$ cat config.mk
export PLATFORM = sky130hd
export DESIGN_NAME = calendar_date_stepper
export DESIGN_NICKNAME = d
export VERILOG_FILES = /design/src/rtl/core/cds_pkg.sv /design/src/rtl/core/calendar_date_stepper.sv /design/src/rtl/core/cds_ctrl.sv /design/src/rtl/core/cds_dpath.sv
export SDC_FILE = /design/constraint.sdc
export NUM_CORES = 1
export LEC_CHECK = 0
export ABC_AREA = 0
export BUFFER_PORTS_ARGS = -buffer_cell sky130_fd_sc_hd__buf_4
export CAP_MARGIN = 20
export CORE_UTILIZATION = 30
export DETAILED_ROUTE_END_ITERATION = 16
export GPL_TIMING_DRIVEN = 0
export SLEW_MARGIN = 30
export SYNTH_ARGS = -nofsm -noshare
export SYNTH_HDL_FRONTEND = slang
export SYNTH_SLANG_ARGS = --single-unit
$ cat constraint.sdc
create_clock -name clk -period 11.2 [get_ports clk]
set_input_delay 2.24 -clock clk [delete_from_list [all_inputs] [get_ports clk]]
set_output_delay 2.24 -clock clk [all_outputs]
set_load 0.005 [all_outputs]
$ cat src/rtl/core/cds_pkg.sv
// Package for the calendar date stepper: opcodes, year limits, the
// controller/datapath command and status structs, and calendar helper functions.
// No dependencies.
`timescale 1ns / 1ps

package cds_pkg;

  typedef enum logic [2:0] {
    OP_LOAD       = 3'd0,
    OP_ADD_DAYS   = 3'd1,
    OP_SUB_DAYS   = 3'd2,
    OP_ADD_MONTHS = 3'd3,
    OP_SUB_MONTHS = 3'd4,
    OP_ADD_YEARS  = 3'd5,
    OP_SUB_YEARS  = 3'd6,
    OP_QUERY      = 3'd7
  } op_t;

  localparam logic [13:0] YEAR_MIN  = 14'd1;
  localparam logic [13:0] YEAR_MAX  = 14'd9999;
  localparam logic [13:0] RST_YEAR  = 14'd2000;
  localparam logic [3:0]  MONTH_JAN = 4'd1;
  localparam logic [3:0]  MONTH_FEB = 4'd2;
  localparam logic [3:0]  MONTH_DEC = 4'd12;
  localparam logic [4:0]  DAY_FIRST = 5'd1;
  localparam logic [4:0]  DAY_MAX   = 5'd31;
  // floor(2^19 / 100) + 1: exact quotient by 100 for any year below 12800 (7-bit result)
  localparam logic [12:0] RECIP_100 = 13'd5243;

  typedef struct packed {
    logic start;   // capture the accepted command
    logic step;    // one iteration of the command
    logic commit;  // write the work date back unless refused
    logic wday;    // register the century quotient for the weekday
    logic emit;    // load the result register
  } cmd_t;

  typedef struct packed {
    logic done;    // command finished or refused
  } sts_t;

  // Quotient of a 14-bit year by 100
  function automatic logic [6:0] div100(input logic [13:0] y);
    logic [26:0] prod;
    prod = 27'(y) * 27'(RECIP_100);
    return prod[25:19];
  endfunction

  function automatic logic is_leap(input logic [13:0] y);
    logic [6:0]  q;
    logic [13:0] back;
    q    = div100(y);
    back = 14'({q, 6'b0}) + 14'({q, 5'b0}) + 14'({q, 2'b0});
    // divisible by 100 only counts as leap when also divisible by 400
    return (y[1:0] == 2'b00) && ((back != y) || (q[1:0] == 2'b00));
  endfunction

  function automatic logic [4:0] month_len(input logic leap, input logic [3:0] m);
    logic [4:0] len;
    case (m) inside
      4'd2:                   len = leap ? 5'd29 : 5'd28;
      4'd4, 4'd6, 4'd9, 4'd11: len = 5'd30;
      default:                len = DAY_MAX;
    endcase
    return len;
  endfunction

  // floor(31 * mm / 12) with March as month one of the shifted year
  function automatic logic [4:0] month_offset(input logic [3:0] m);
    logic [4:0] t;
    case (m)
      4'd1:    t = 5'd28;
      4'd2:    t = 5'd31;
      4'd3:    t = 5'd2;
      4'd4:    t = 5'd5;
      4'd5:    t = 5'd7;
      4'd6:    t = 5'd10;
      4'd7:    t = 5'd12;
      4'd8:    t = 5'd15;
      4'd9:    t = 5'd18;
      4'd10:   t = 5'd20;
      4'd11:   t = 5'd23;
      4'd12:   t = 5'd25;
      default: t = 5'd0;
    endcase
    return t;
  endfunction

  // 8 = 1 mod 7: fold octal digits, then one correction
  function automatic logic [2:0] mod7(input logic [14:0] v);
    logic [5:0] s1;
    logic [3:0] s2;
    s1 = 6'(v[2:0]) + 6'(v[5:3]) + 6'(v[8:6]) + 6'(v[11:9]) + 6'(v[14:12]);
    s2 = 4'(s1[5:3]) + 4'(s1[2:0]);
    if (s2 >= 4'd7) begin
      s2 = s2 - 4'd7;
    end
    return s2[2:0];
  endfunction

endpackage

$ cat src/rtl/core/calendar_date_stepper.sv
// Top level of the calendar date stepper: joins the controller and datapath.
// Depends on cds_pkg, cds_ctrl and cds_dpath.
//
//   channel  direction  handshake          payload
//   in_      input      in_valid/in_stall  opcode, step_count, load_year/month/day
//   out_     output     out_valid/out_stall cur_year/month/day, weekday, range_error
//
// One command at a time. Day and month moves iterate one day or one month per
// cycle and stop early when a command is refused.
// Reset restores 2000-01-01 and empties the result register.
// A stalled result holds in its register; one more command is taken and waits
// at the result stage, stalling the input, until the register frees.
`timescale 1ns / 1ps

module calendar_date_stepper (
  input  logic        clk,
  input  logic        rst_n,
  input  logic        in_valid,
  output logic        in_stall,
  input  logic [2:0]  in_opcode,
  input  logic [14:0] in_step_count,
  input  logic [13:0] in_load_year,
  input  logic [3:0]  in_load_month,
  input  logic [4:0]  in_load_day,
  output logic        out_valid,
  input  logic        out_stall,
  output logic [13:0] out_cur_year,
  output logic [3:0]  out_cur_month,
  output logic [4:0]  out_cur_day,
  output logic [2:0]  out_weekday,
  output logic        out_range_error
);
  import cds_pkg::*;

  cmd_t cmd;
  sts_t sts;

  cds_ctrl u_ctrl (
    .clk       (clk),
    .rst_n     (rst_n),
    .in_valid  (in_valid),
    .in_stall  (in_stall),
    .out_valid (out_valid),
    .out_stall (out_stall),
    .sts       (sts),
    .cmd       (cmd)
  );

  cds_dpath u_dpath (
    .clk             (clk),
    .rst_n           (rst_n),
    .cmd             (cmd),
    .sts             (sts),
    .in_opcode       (in_opcode),
    .in_step_count   (in_step_count),
    .in_load_year    (in_load_year),
    .in_load_month   (in_load_month),
    .in_load_day     (in_load_day),
    .out_cur_year    (out_cur_year),
    .out_cur_month   (out_cur_month),
    .out_cur_day     (out_cur_day),
    .out_weekday     (out_weekday),
    .out_range_error (out_range_error)
  );

endmodule

$ cat src/rtl/core/cds_ctrl.sv
// Controller of the calendar date stepper: sequences capture, iteration,
// commit, weekday and result transfer. Depends on cds_pkg.
`timescale 1ns / 1ps

module cds_ctrl (
  input  logic           clk,
  input  logic           rst_n,
  input  logic           in_valid,
  output logic           in_stall,
  output logic           out_valid,
  input  logic           out_stall,
  input  cds_pkg::sts_t  sts,
  output cds_pkg::cmd_t  cmd
);
  import cds_pkg::*;

  typedef enum logic [4:0] {
    S_IDLE   = 5'b00001,
    S_EXEC   = 5'b00010,
    S_COMMIT = 5'b00100,
    S_WDAY   = 5'b01000,
    S_OUT    = 5'b10000
  } state_t;

  state_t state_r, state_nxt;
  logic   out_valid_r, out_valid_nxt;
  logic   slot_free;

  assign slot_free = !out_valid_r || !out_stall;
  assign in_stall  = (state_r != S_IDLE);
  assign out_valid = out_valid_r;

  always_comb begin
    state_nxt  = state_r;
    cmd        = '0;
    unique case (state_r)
      S_IDLE: begin
        if (in_valid) begin
          cmd.start = 1'b1;
          state_nxt = S_EXEC;
        end
      end
      S_EXEC: begin
        if (sts.done) begin
          state_nxt = S_COMMIT;
        end else begin
          cmd.step = 1'b1;
        end
      end
      S_COMMIT: begin
        cmd.commit = 1'b1;
        state_nxt  = S_WDAY;
      end
      S_WDAY: begin
        cmd.wday  = 1'b1;
        state_nxt = S_OUT;
      end
      S_OUT: begin
        // hold until the result register can take a new transfer
        if (slot_free) begin
          cmd.emit  = 1'b1;
          state_nxt = S_IDLE;
        end
      end
      default: state_nxt = S_IDLE;
    endcase
  end

  assign out_valid_nxt = cmd.emit || (out_valid_r && out_stall);

  always_ff @(posedge clk) begin
    if (!rst_n) begin
      state_r     <= S_IDLE;
      out_valid_r <= 1'b0;
    end else begin
      state_r     <= state_nxt;
      out_valid_r <= out_valid_nxt;
    end
  end

endmodule

$ cat src/rtl/core/cds_dpath.sv
// Datapath of the calendar date stepper: held date, work date, step counter,
// one-day / one-month iteration, year moves, weekday and result register.
// Depends on cds_pkg.
`timescale 1ns / 1ps

module cds_dpath (
  input  logic           clk,
  input  logic           rst_n,
  input  cds_pkg::cmd_t  cmd,
  output cds_pkg::sts_t  sts,
  input  logic [2:0]     in_opcode,
  input  logic [14:0]    in_step_count,
  input  logic [13:0]    in_load_year,
  input  logic [3:0]     in_load_month,
  input  logic [4:0]     in_load_day,
  output logic [13:0]    out_cur_year,
  output logic [3:0]     out_cur_month,
  output logic [4:0]     out_cur_day,
  output logic [2:0]     out_weekday,
  output logic           out_range_error
);
  import cds_pkg::*;

  // held date
  logic [13:0] held_year_r;
  logic [3:0]  held_month_r;
  logic [4:0]  held_day_r;

  // captured command
  op_t         op_r;
  logic [14:0] n_r;
  logic [13:0] ly_r;
  logic [3:0]  lm_r;
  logic [4:0]  ld_r;

  // work date and iteration state
  logic [13:0] wy_r, wy_nxt;
  logic [3:0]  wm_r, wm_nxt;
  logic [4:0]  wd_r, wd_nxt;
  logic [14:0] cnt_r;
  logic        err_r, err_nxt;
  logic [14:0] cnt_init;

  // weekday
  logic [6:0]  q_r;
  logic [13:0] yy;
  logic [14:0] wsum;

  // output register
  logic [13:0] o_year_r;
  logic [3:0]  o_month_r;
  logic [4:0]  o_day_r;
  logic [2:0]  o_wday_r;
  logic        o_err_r;

  logic        lp;
  logic [3:0]  pm, nm;
  logic [4:0]  ml, pml, nml;
  logic [15:0] ysum;
  op_t         in_op;

  assign in_op = op_t'(in_opcode);

  always_comb begin
    case (in_op) inside
      OP_ADD_DAYS, OP_SUB_DAYS, OP_ADD_MONTHS, OP_SUB_MONTHS: cnt_init = in_step_count;
      // capture/check step, then day clamp step
      OP_LOAD, OP_ADD_YEARS, OP_SUB_YEARS:                    cnt_init = 15'd2;
      default:                                                cnt_init = 15'd0;
    endcase
  end

  assign sts.done = (cnt_r == 15'd0) || err_r;

  assign lp   = is_leap(wy_r);
  assign pm   = wm_r - 4'd1;
  assign nm   = wm_r + 4'd1;
  assign ml   = month_len(lp, wm_r);
  assign pml  = month_len(lp, pm);
  assign nml  = month_len(lp, nm);
  assign ysum = 16'(wy_r) + 16'(n_r);

  always_comb begin
    wy_nxt  = wy_r;
    wm_nxt  = wm_r;
    wd_nxt  = wd_r;
    err_nxt = err_r;
    case (op_r)
      OP_ADD_DAYS: begin
        if (wd_r >= ml) begin
          wd_nxt = DAY_FIRST;
          if (wm_r == MONTH_DEC) begin
            if (wy_r >= YEAR_MAX) begin
              err_nxt = 1'b1;
            end else begin
              wm_nxt = MONTH_JAN;
              wy_nxt = wy_r + 14'd1;
            end
          end else begin
            wm_nxt = nm;
          end
        end else begin
          wd_nxt = wd_r + 5'd1;
        end
      end
      OP_SUB_DAYS: begin
        if (wd_r <= DAY_FIRST) begin
          if (wm_r == MONTH_JAN) begin
            if (wy_r <= YEAR_MIN) begin
              err_nxt = 1'b1;
            end else begin
              wy_nxt = wy_r - 14'd1;
              wm_nxt = MONTH_DEC;
              wd_nxt = DAY_MAX;
            end
          end else begin
            wm_nxt = pm;
            wd_nxt = pml;
          end
        end else begin
          wd_nxt = wd_r - 5'd1;
        end
      end
      OP_ADD_MONTHS: begin
        if (wm_r == MONTH_DEC) begin
          if (wy_r >= YEAR_MAX) begin
            err_nxt = 1'b1;
          end else begin
            wm_nxt = MONTH_JAN;
            wy_nxt = wy_r + 14'd1;
          end
        end else begin
          wm_nxt = nm;
          if (wd_r > nml) wd_nxt = nml;
        end
      end
      OP_SUB_MONTHS: begin
        if (wm_r == MONTH_JAN) begin
          if (wy_r <= YEAR_MIN) begin
            err_nxt = 1'b1;
          end else begin
            wm_nxt = MONTH_DEC;
            wy_nxt = wy_r - 14'd1;
          end
        end else begin
          wm_nxt = pm;
          if (wd_r > pml) wd_nxt = pml;
        end
      end
      OP_LOAD: begin
        if (cnt_r[1]) begin
          if ((ly_r < YEAR_MIN) || (ly_r > YEAR_MAX)) begin
            err_nxt = 1'b1;
          end else begin
            wy_nxt = ly_r;
            if (lm_r < MONTH_JAN) begin
              wm_nxt = MONTH_JAN;
            end else if (lm_r > MONTH_DEC) begin
              wm_nxt = MONTH_DEC;
            end else begin
              wm_nxt = lm_r;
            end
            wd_nxt = (ld_r < DAY_FIRST) ? DAY_FIRST : ld_r;
          end
        end else if (wd_r > ml) begin
          wd_nxt = ml;
        end
      end
      OP_ADD_YEARS: begin
        if (cnt_r[1]) begin
          if (ysum > 16'(YEAR_MAX)) begin
            err_nxt = 1'b1;
          end else begin
            wy_nxt = ysum[13:0];
          end
        end else if (wd_r > ml) begin
          wd_nxt = ml;
        end
      end
      OP_SUB_YEARS: begin
        if (cnt_r[1]) begin
          // n below the year also keeps the result at or above the minimum
          if (n_r >= 15'(wy_r)) begin
            err_nxt = 1'b1;
          end else begin
            wy_nxt = wy_r - n_r[13:0];
          end
        end else if (wd_r > ml) begin
          wd_nxt = ml;
        end
      end
      default: begin
      end
    endcase
  end

  // weekday of the held date
  assign yy   = held_year_r - ((held_month_r <= MONTH_FEB) ? 14'd1 : 14'd0);
  assign wsum = 15'(held_day_r) + 15'(yy) + 15'(yy[13:2]) - 15'(q_r) + 15'(q_r[6:2])
              + 15'(month_offset(held_month_r));

  always_ff @(posedge clk) begin
    if (!rst_n) begin
      held_year_r  <= RST_YEAR;
      held_month_r <= MONTH_JAN;
      held_day_r   <= DAY_FIRST;
      cnt_r        <= '0;
      err_r        <= 1'b0;
    end else begin
      if (cmd.start) begin
        cnt_r <= cnt_init;
        err_r <= 1'b0;
      end else if (cmd.step && !sts.done) begin
        cnt_r <= cnt_r - 15'd1;
        err_r <= err_nxt;
      end
      if (cmd.commit && !err_r) begin
        held_year_r  <= wy_r;
        held_month_r <= wm_r;
        held_day_r   <= wd_r;
      end
    end
  end

  always_ff @(posedge clk) begin
    if (cmd.start) begin
      op_r <= in_op;
      n_r  <= in_step_count;
      ly_r <= in_load_year;
      lm_r <= in_load_month;
      ld_r <= in_load_day;
      wy_r <= held_year_r;
      wm_r <= held_month_r;
      wd_r <= held_day_r;
    end else if (cmd.step && !sts.done) begin
      wy_r <= wy_nxt;
      wm_r <= wm_nxt;
      wd_r <= wd_nxt;
    end
    if (cmd.wday) begin
      q_r <= div100(yy);
    end
    if (cmd.emit) begin
      o_year_r  <= held_year_r;
      o_month_r <= held_month_r;
      o_day_r   <= held_day_r;
      o_wday_r  <= mod7(wsum);
      o_err_r   <= err_r;
    end
  end

  assign out_cur_year    = o_year_r;
  assign out_cur_month   = o_month_r;
  assign out_cur_day     = o_day_r;
  assign out_weekday     = o_wday_r;
  assign out_range_error = o_err_r;

endmodule

# Word level (Yosys, flattened, before mapping)
# Memory sizes are Yosys's and may differ from the RTL's. A register that Yosys moved wholly into a read port is not among the register bits.
# Index checks and enable logic that the tools add are counted.
# classes
n_reduce_logical	35
n_mul	2
div	0
n_mux	84
shifts	0
n_addsub	23
n_bitwise	1
n_lt_le_gt_ge	16
eq_ne	62
# ops
op	n
$mux W14	14
$mux W5	21
$pmux W14 S7	1
$mux W4	14
$mul A14 B13 Y26 const B	2
$mux W15	3
$add A15 B5 Y15	2
$pmux W5 S6	1
$eq A4 B4 Y1 const B	7
$sub A14 B14 Y14	2
$mux W1	25
$pmux W5 S5	1
$eq A4 B3 Y1 const B	6
$ne A3 B2 Y1 const B	7
$ne A2 B1 Y1 const B	10
$pmux W4 S5	1
$reduce_and A10 Y1	2
$add A6 B3 Y6	3
$eq A3 B3 Y1 const B	6
$ne A3 B3 Y1 const B	6
$add A14 B15 Y16	1
$gt A16 B14 Y1 const B	1
$reduce_or A4 Y1	4
$add A15 B12 Y15	1
59 further kinds	82
# totals
romBits	80
n_memories	1
inputBits	45
ram_bits	0
output_inout_bits	29
regBits	143
wordCells	245
latch_bits	0
# memory_table
memory	words	word_bits	read_ports	rd_clocked_by_memory_dff	write_ports	line	rtl
(no name shown)	16	5	1	1	0	cds_pkg.sv:71	case (m)

# Longest topological paths before layout
# logic_depth
word_depth	15
ltp_mapped	42
ltp_nobuf	41

# Cells and area by module
# Synthesis repeated with hierarchy kept, for this count alone.
# hier_totals
hier_cells	1954
area_unflattened_um2	18306.3
# by_module_without_submodules
mod	cells_each	seq_area_each_um2	n_inst	area_per_inst_um2
cds_dpath	1917	3823.7	1	17966.0
cds_ctrl	37	120.1	1	340.3

# Worst setup path before layout
# Ideal clock, no wire load.
# synth_timing
path_kind	register to register
start	register u_dpath.wy_r[11]
end	register u_dpath.wy_r[0] (enable)
required_time_ps	10806
path_stages_with_launch	39
slack_ps	1843
arrival_time_ps	8964
setup_time_ps	394
synth_period_minus_slack_ps	9357
n_path_buf	0
path_cell_list	edfxtp_1 > fa_1 > ha_1 > inv_1 > fa_1 > inv_1 > fa_1 > inv_1 > fa_1 > inv_1 > ha_1 > o21ai_0 > o21ai_1 > a21oi_1 > a31oi_1 > o21ai_0 > a21boi_0 > o41a_1 > (+3 left out) > inv_1 > fa_1 > xor2_1 > nor4_1 > nand4_1 > a2111o_1 > nor4_4 > nand4_1 > o21ai_0 > inv_1 > ha_1 > nand2b_1 > a21oi_1 > nor2_1 > nand2_1 > o2111ai_1 > o21ai_0 > a31oi_1
# synth_between
elab_chain_cells	11
elab_cells_between_ends	17
classes_between	add/sub (3); mul (1); order compare (3); eq/ne (4); mux (2); reduce/logical (4)
# synth_lines
item	line	rtl
start, declared	cds_dpath.sv:37	logic [13:0] wy_r, wy_nxt;
start signal, assigned	cds_dpath.sv:232	wy_r <= held_year_r;
start signal, assigned	cds_dpath.sv:236	wy_r <= wy_nxt;
$mul A14 B13 Y26	cds_pkg.sv:45	prod = 27'(y) * 27'(RECIP_100);
$add A13 B12 Y14	cds_pkg.sv:53	back = 14'({q, 6'b0}) + 14'({q, 5'b0}) + 14'({q, 2'b0});
$add A14 B9 Y14	cds_pkg.sv:53	
$ne A14 B14 Y1	cds_pkg.sv:55	return (y[1:0] == 2'b00) && ((back != y) || (q[1:0] == 2'b00));
$logic_or A1 B1 Y1	cds_pkg.sv:55	
$logic_and A1 B1 Y1	cds_pkg.sv:55	
$mux W1	cds_pkg.sv:61	4'd2: len = leap ? 5'd29 : 5'd28;
$mux W5	cds_pkg.sv:60	case (m) inside
$ge A5 B5 Y1	cds_dpath.sv:90	if (wd_r >= ml) begin
$ne A3 B2 Y1 (no line)	n/a	
$reduce_and A10 Y1 (no line) *	n/a	
# Every way passes the cells marked *; elsewhere a longest branch is shown, timed or not.
# A chain may end at the register's enable or synchronous reset.

# Worst setup path after layout
# layout_timing
start	register u_dpath.wy_r[4]
end	register u_dpath.wd_r[0] (data pin)
# layout_between
elab_chain_cells	14
elab_cells_between_ends	26
classes_between	add/sub (2); mul (1); order compare (2); eq/ne (1); mux (17); reduce/logical (3)
# layout_lines
item	line	rtl
$mul A14 B13 Y26	cds_pkg.sv:45	
$add A13 B12 Y14	cds_pkg.sv:53	
$add A14 B9 Y14	cds_pkg.sv:53	
$ne A14 B14 Y1	cds_pkg.sv:55	
$logic_or A1 B1 Y1 *	cds_pkg.sv:55	
$logic_and A1 B1 Y1 *	cds_pkg.sv:55	
$mux W1 *	cds_pkg.sv:61	
$mux W5	cds_pkg.sv:60	
$gt A5 B5 Y1	n/a	
$mux W5	cds_dpath.sv:165, cds_dpath.sv:176, cds_dpath.sv:188	
$mux W5 (on tied branches)	cds_dpath.sv:170, cds_dpath.sv:151	
$pmux W5 S6 *	cds_dpath.sv:88	case (op_r)
$mux W5 *	cds_dpath.sv:235	end else if (cmd.step && !sts.done) begin
$mux W5 *	cds_dpath.sv:226	if (cmd.start) begin
end signal, assigned	cds_dpath.sv:234	wd_r <= held_day_r;
end signal, assigned	cds_dpath.sv:238	wd_r <= wd_nxt;
end, declared	cds_dpath.sv:39	logic [4:0] wd_r, wd_nxt;
# Every way passes the cells marked *; elsewhere a longest branch is shown, timed or not. The select of a mux whose other input is x is not followed.

==> run summary <==
Vias in the first global route - 15010
Max FO, Critical Path - 8
Port bufs - 73
Layout Nets - 2625
Hold EP - u_dpath.out_cur_day[4]
Yosys Warn Count - 0
Finished Layout Cells - 2879
Largest family of logic cells by synthesized area - adder cells
Total gr overflow - 0
Worst R2R Setup Slack - 0.59 ns
Worst path slowest cell - fa_1
CP peak stage delay - 0.54 ns
CTS clock-pin slew for the worst setup and hold paths - 0.08 ns
Site Rows - 90
Final Hold Fails - 0
I/O Pins - 74
Synth Instances - 1947
First DRT Iteration DRCs - 1259
Die extent in x - 249.7 um
Clk sinks - 148
Adder-cell share of the synthesized area - 0.4030
P&R area growth vs syn - 14.25%
RSZ-0062 raised after global routing - no
Max-Cap Viols - 0
Clock tree buffer depth - 2
Largest net degree at the start of global routing - 38
Relative slew slack - 0.3424
Detail Route Antenna Nets - 0
Max-slew violations - 0
Starting Density - 0.3045
Die area - 62370 sq um
Most common flop cell mapped by yosys - edfxtp_1
Post-route minimum period - 10.61 ns
Sequential area share after synthesis - 0.2142
Pre-Repair DR Iteration Count - 5
CP startpoint kind - flop
Mapped cell area - 18410 sq um
Post-Place Setup Slack - -0.1389 ns
Post-synthesis mux area share - 0.007407
Initial antenna violation count - 2
Finished Core Util - 0.3479
Vias/cell - 5.101
Tcrit/Tclk final - 0.9469
First-pass GRT wire length - 85490 um
Worst-margin pin slew - 0.9762 ns
WP data arrival - 10.80 ns
CTS H-tree depth - 4
CP required - 11.40 ns
Share of post-route cells with drive strength above 1 - 0.08779
Root buf cell - clkbuf_16
Reg2reg start - u_dpath.wy_r[4]
DR vias - 14690
Total CTS buffers - 17
Commonest non-fill, non-tap cell in the layout - ha_1
RR Endpoint - u_dpath.wd_r[0]
Avg WL per Cell - 18.80 um
CTS tree - built
Cell accounting for the most synthesized area - ha_1
Dpl cells - 2804
Clock latency on the worst-skew pair - 0.45 ns
Core area - 60470 sq um
HP Class - reg -> reg
CP Class - reg -> reg
Die H - 249.7 um
CP dominant cell by count - inv_1
Routed Wire Length - 54130 um
Final setup violation count - 0
Clk_skew - 0.01799 ns
GP Congestion - 0.9577
Status - finished clean
Seq cells post-synth - 148
Syn_area_per_cell - 9.457 sq um
Critical Path Sink Type - flop
Synth area leaders - ha_1, fa_1, edfxtp_1
Top cell type's share of synthesized area - 0.2290
Distinct cells, synth - 81
Most frequent cells in the layout - ha_1, inv_1, fa_1
Hold wc startpoint - u_dpath.held_day_r[4]
Synth Area in Compound Gates - 0.1388
Async S/R FF share, synth - 0
R2R depth - 42
Xor/xnor cell area share of the yosys netlist - 0.05661
Hold-fix buffers, CTS - 0
DRC viols - 0
EDFF count, synth - 98
Syn_nets - 2489
Post-Synth Simple-Gate Area - 0.1029
Hold path cells - 0
Final WS setup - 0.5947 ns
Final HPWL DP - 43800 um
Tot GR Track Use - 0.1763
Highest clock rate - 0.09429 GHz
through the flow:
step                cell area [sq um]  TNS [ns]  hold slack (ns)
detailed placement              20040   -0.4698           0.4546
global placement                19940    -3.522           0.4479
finish                          21040         0           0.4714
global route                    21040         0           0.5009
floorplan                       18410         0           0.4300
CTS                             20730         0           0.4771
cell usage after synthesis (9+ instances only):
cell      number
a211oi_1      21
a21o_1        22
a21oi_1      112
a31oi_1       10
and3_1         9
clkbuf_1      33
dfxtp_1       50
edfxtp_1      98
fa_1         160
ha_1         337
inv_1        331
nand2_1      132
nand2b_1      14
nand3_1       39
nor2_1       121
nor2b_1       10
nor3_1        34
nor4_1        15
o211ai_1      25
o21a_1        14
o21ai_0       67
o22ai_1       13
xnor2_1       70
xor2_1        49
state kept, by name, indices dropped and copies added (netlist names), named ones only:
| name | count |
|---|---|
| u_ctrl.out_valid | 1 |
| u_ctrl.state_r | 5 |
| u_dpath.cnt_r | 15 |
| u_dpath.err_r | 1 |
| u_dpath.held_day_r | 5 |
| u_dpath.held_month_r | 4 |
| u_dpath.held_year_r | 14 |
| u_dpath.ld_r | 5 |
| u_dpath.lm_r | 4 |
| u_dpath.ly_r | 14 |
| u_dpath.n_r | 15 |
| u_dpath.op_r | 3 |
| u_dpath.out_cur_day | 5 |
| u_dpath.out_cur_month | 4 |
| u_dpath.out_cur_year | 14 |
| u_dpath.out_range_error | 1 |
| u_dpath.out_weekday | 3 |
| u_dpath.q_r | 7 |
| u_dpath.wd_r | 5 |
| u_dpath.wm_r | 4 |
| u_dpath.wy_r | 14 |
worst max-delay path, delay by kind of cell (launching register included):
kind | cells | cell delay (ns)
compound gates | 13 | 3.00
fa+ha+maj | 10 | 3.94
buf+inv | 7 | 0.61
simple gates | 10 | 1.95
xor+xnor | 2 | 0.34
flops | 1 | 0.49
how the worst max path moves through the flow:
stage | to | slack (ns) | from | depth (start not counted)
floorplan | u_dpath.wy_r[0] | 1.84 | u_dpath.wy_r[11] | 38
global placement | u_dpath.wy_r[7] | -0.25 | u_dpath.wy_r[7] | 39
detailed placement | u_dpath.wd_r[0] | -0.14 | u_dpath.wy_r[7] | 41
CTS | u_dpath.wd_r[0] | 0.03 | u_dpath.wy_r[10] | 41
global route | u_dpath.wd_r[0] | 0.01 | u_dpath.wy_r[4] | 42
finish | u_dpath.wd_r[0] | 0.59 | u_dpath.wy_r[4] | 42
layout make-up:
| type | count | area [sq um] |
|---|---|---|
| fill | 6089 | 39430 |
| timing repair buffer | 117 | 973.4 |
| antenna | 1 | 2.502 |
| inverter | 334 | 1254 |
| tap | 782 | 978.4 |
| buffer | 42 | 170.2 |
| sequential | 148 | 3944 |
| clock buffer | 17 | 425.4 |
| multi-input combinational | 1423 | 13130 |
| clock inverter | 15 | 156.4 |
what timing repair did:
action / 4_1_cts / 5_1_grt
resized for setup: 0 / 9
setup endpoints to repair: 16 / 25
gates cloned: 0 / 0
buffers inserted: 13 / 29
pin swaps: 0 / 1
layer usage:
layer | vias to the layer above | track usage | part of all wire
li1 | 6947 | - | -
met1 | 7210 | 0.2308 | 0.44
met2 | 444 | 0.2934 | 0.47
met3 | 84 | 0.03087 | 0.057
met4 | 2 | 0.05573 | 0.029
met5 | - | 0 | 0.00020
kinds of logic (layout without fill, tap and decap cells):
logic type,after synthesis,in the layout
multiplexers,12,12
other,0,1
buffers and inverters,376,525
XOR/XNOR,119,119
adder cells (fa/ha/maj),497,497
AND/OR/NAND/NOR,410,410
AO/OA/AOI/OAI,385,385
flip-flops,148,148
Power is not shown: default switching activity piles up to over one toggle a cycle in this logic, so the estimate is an artifact.
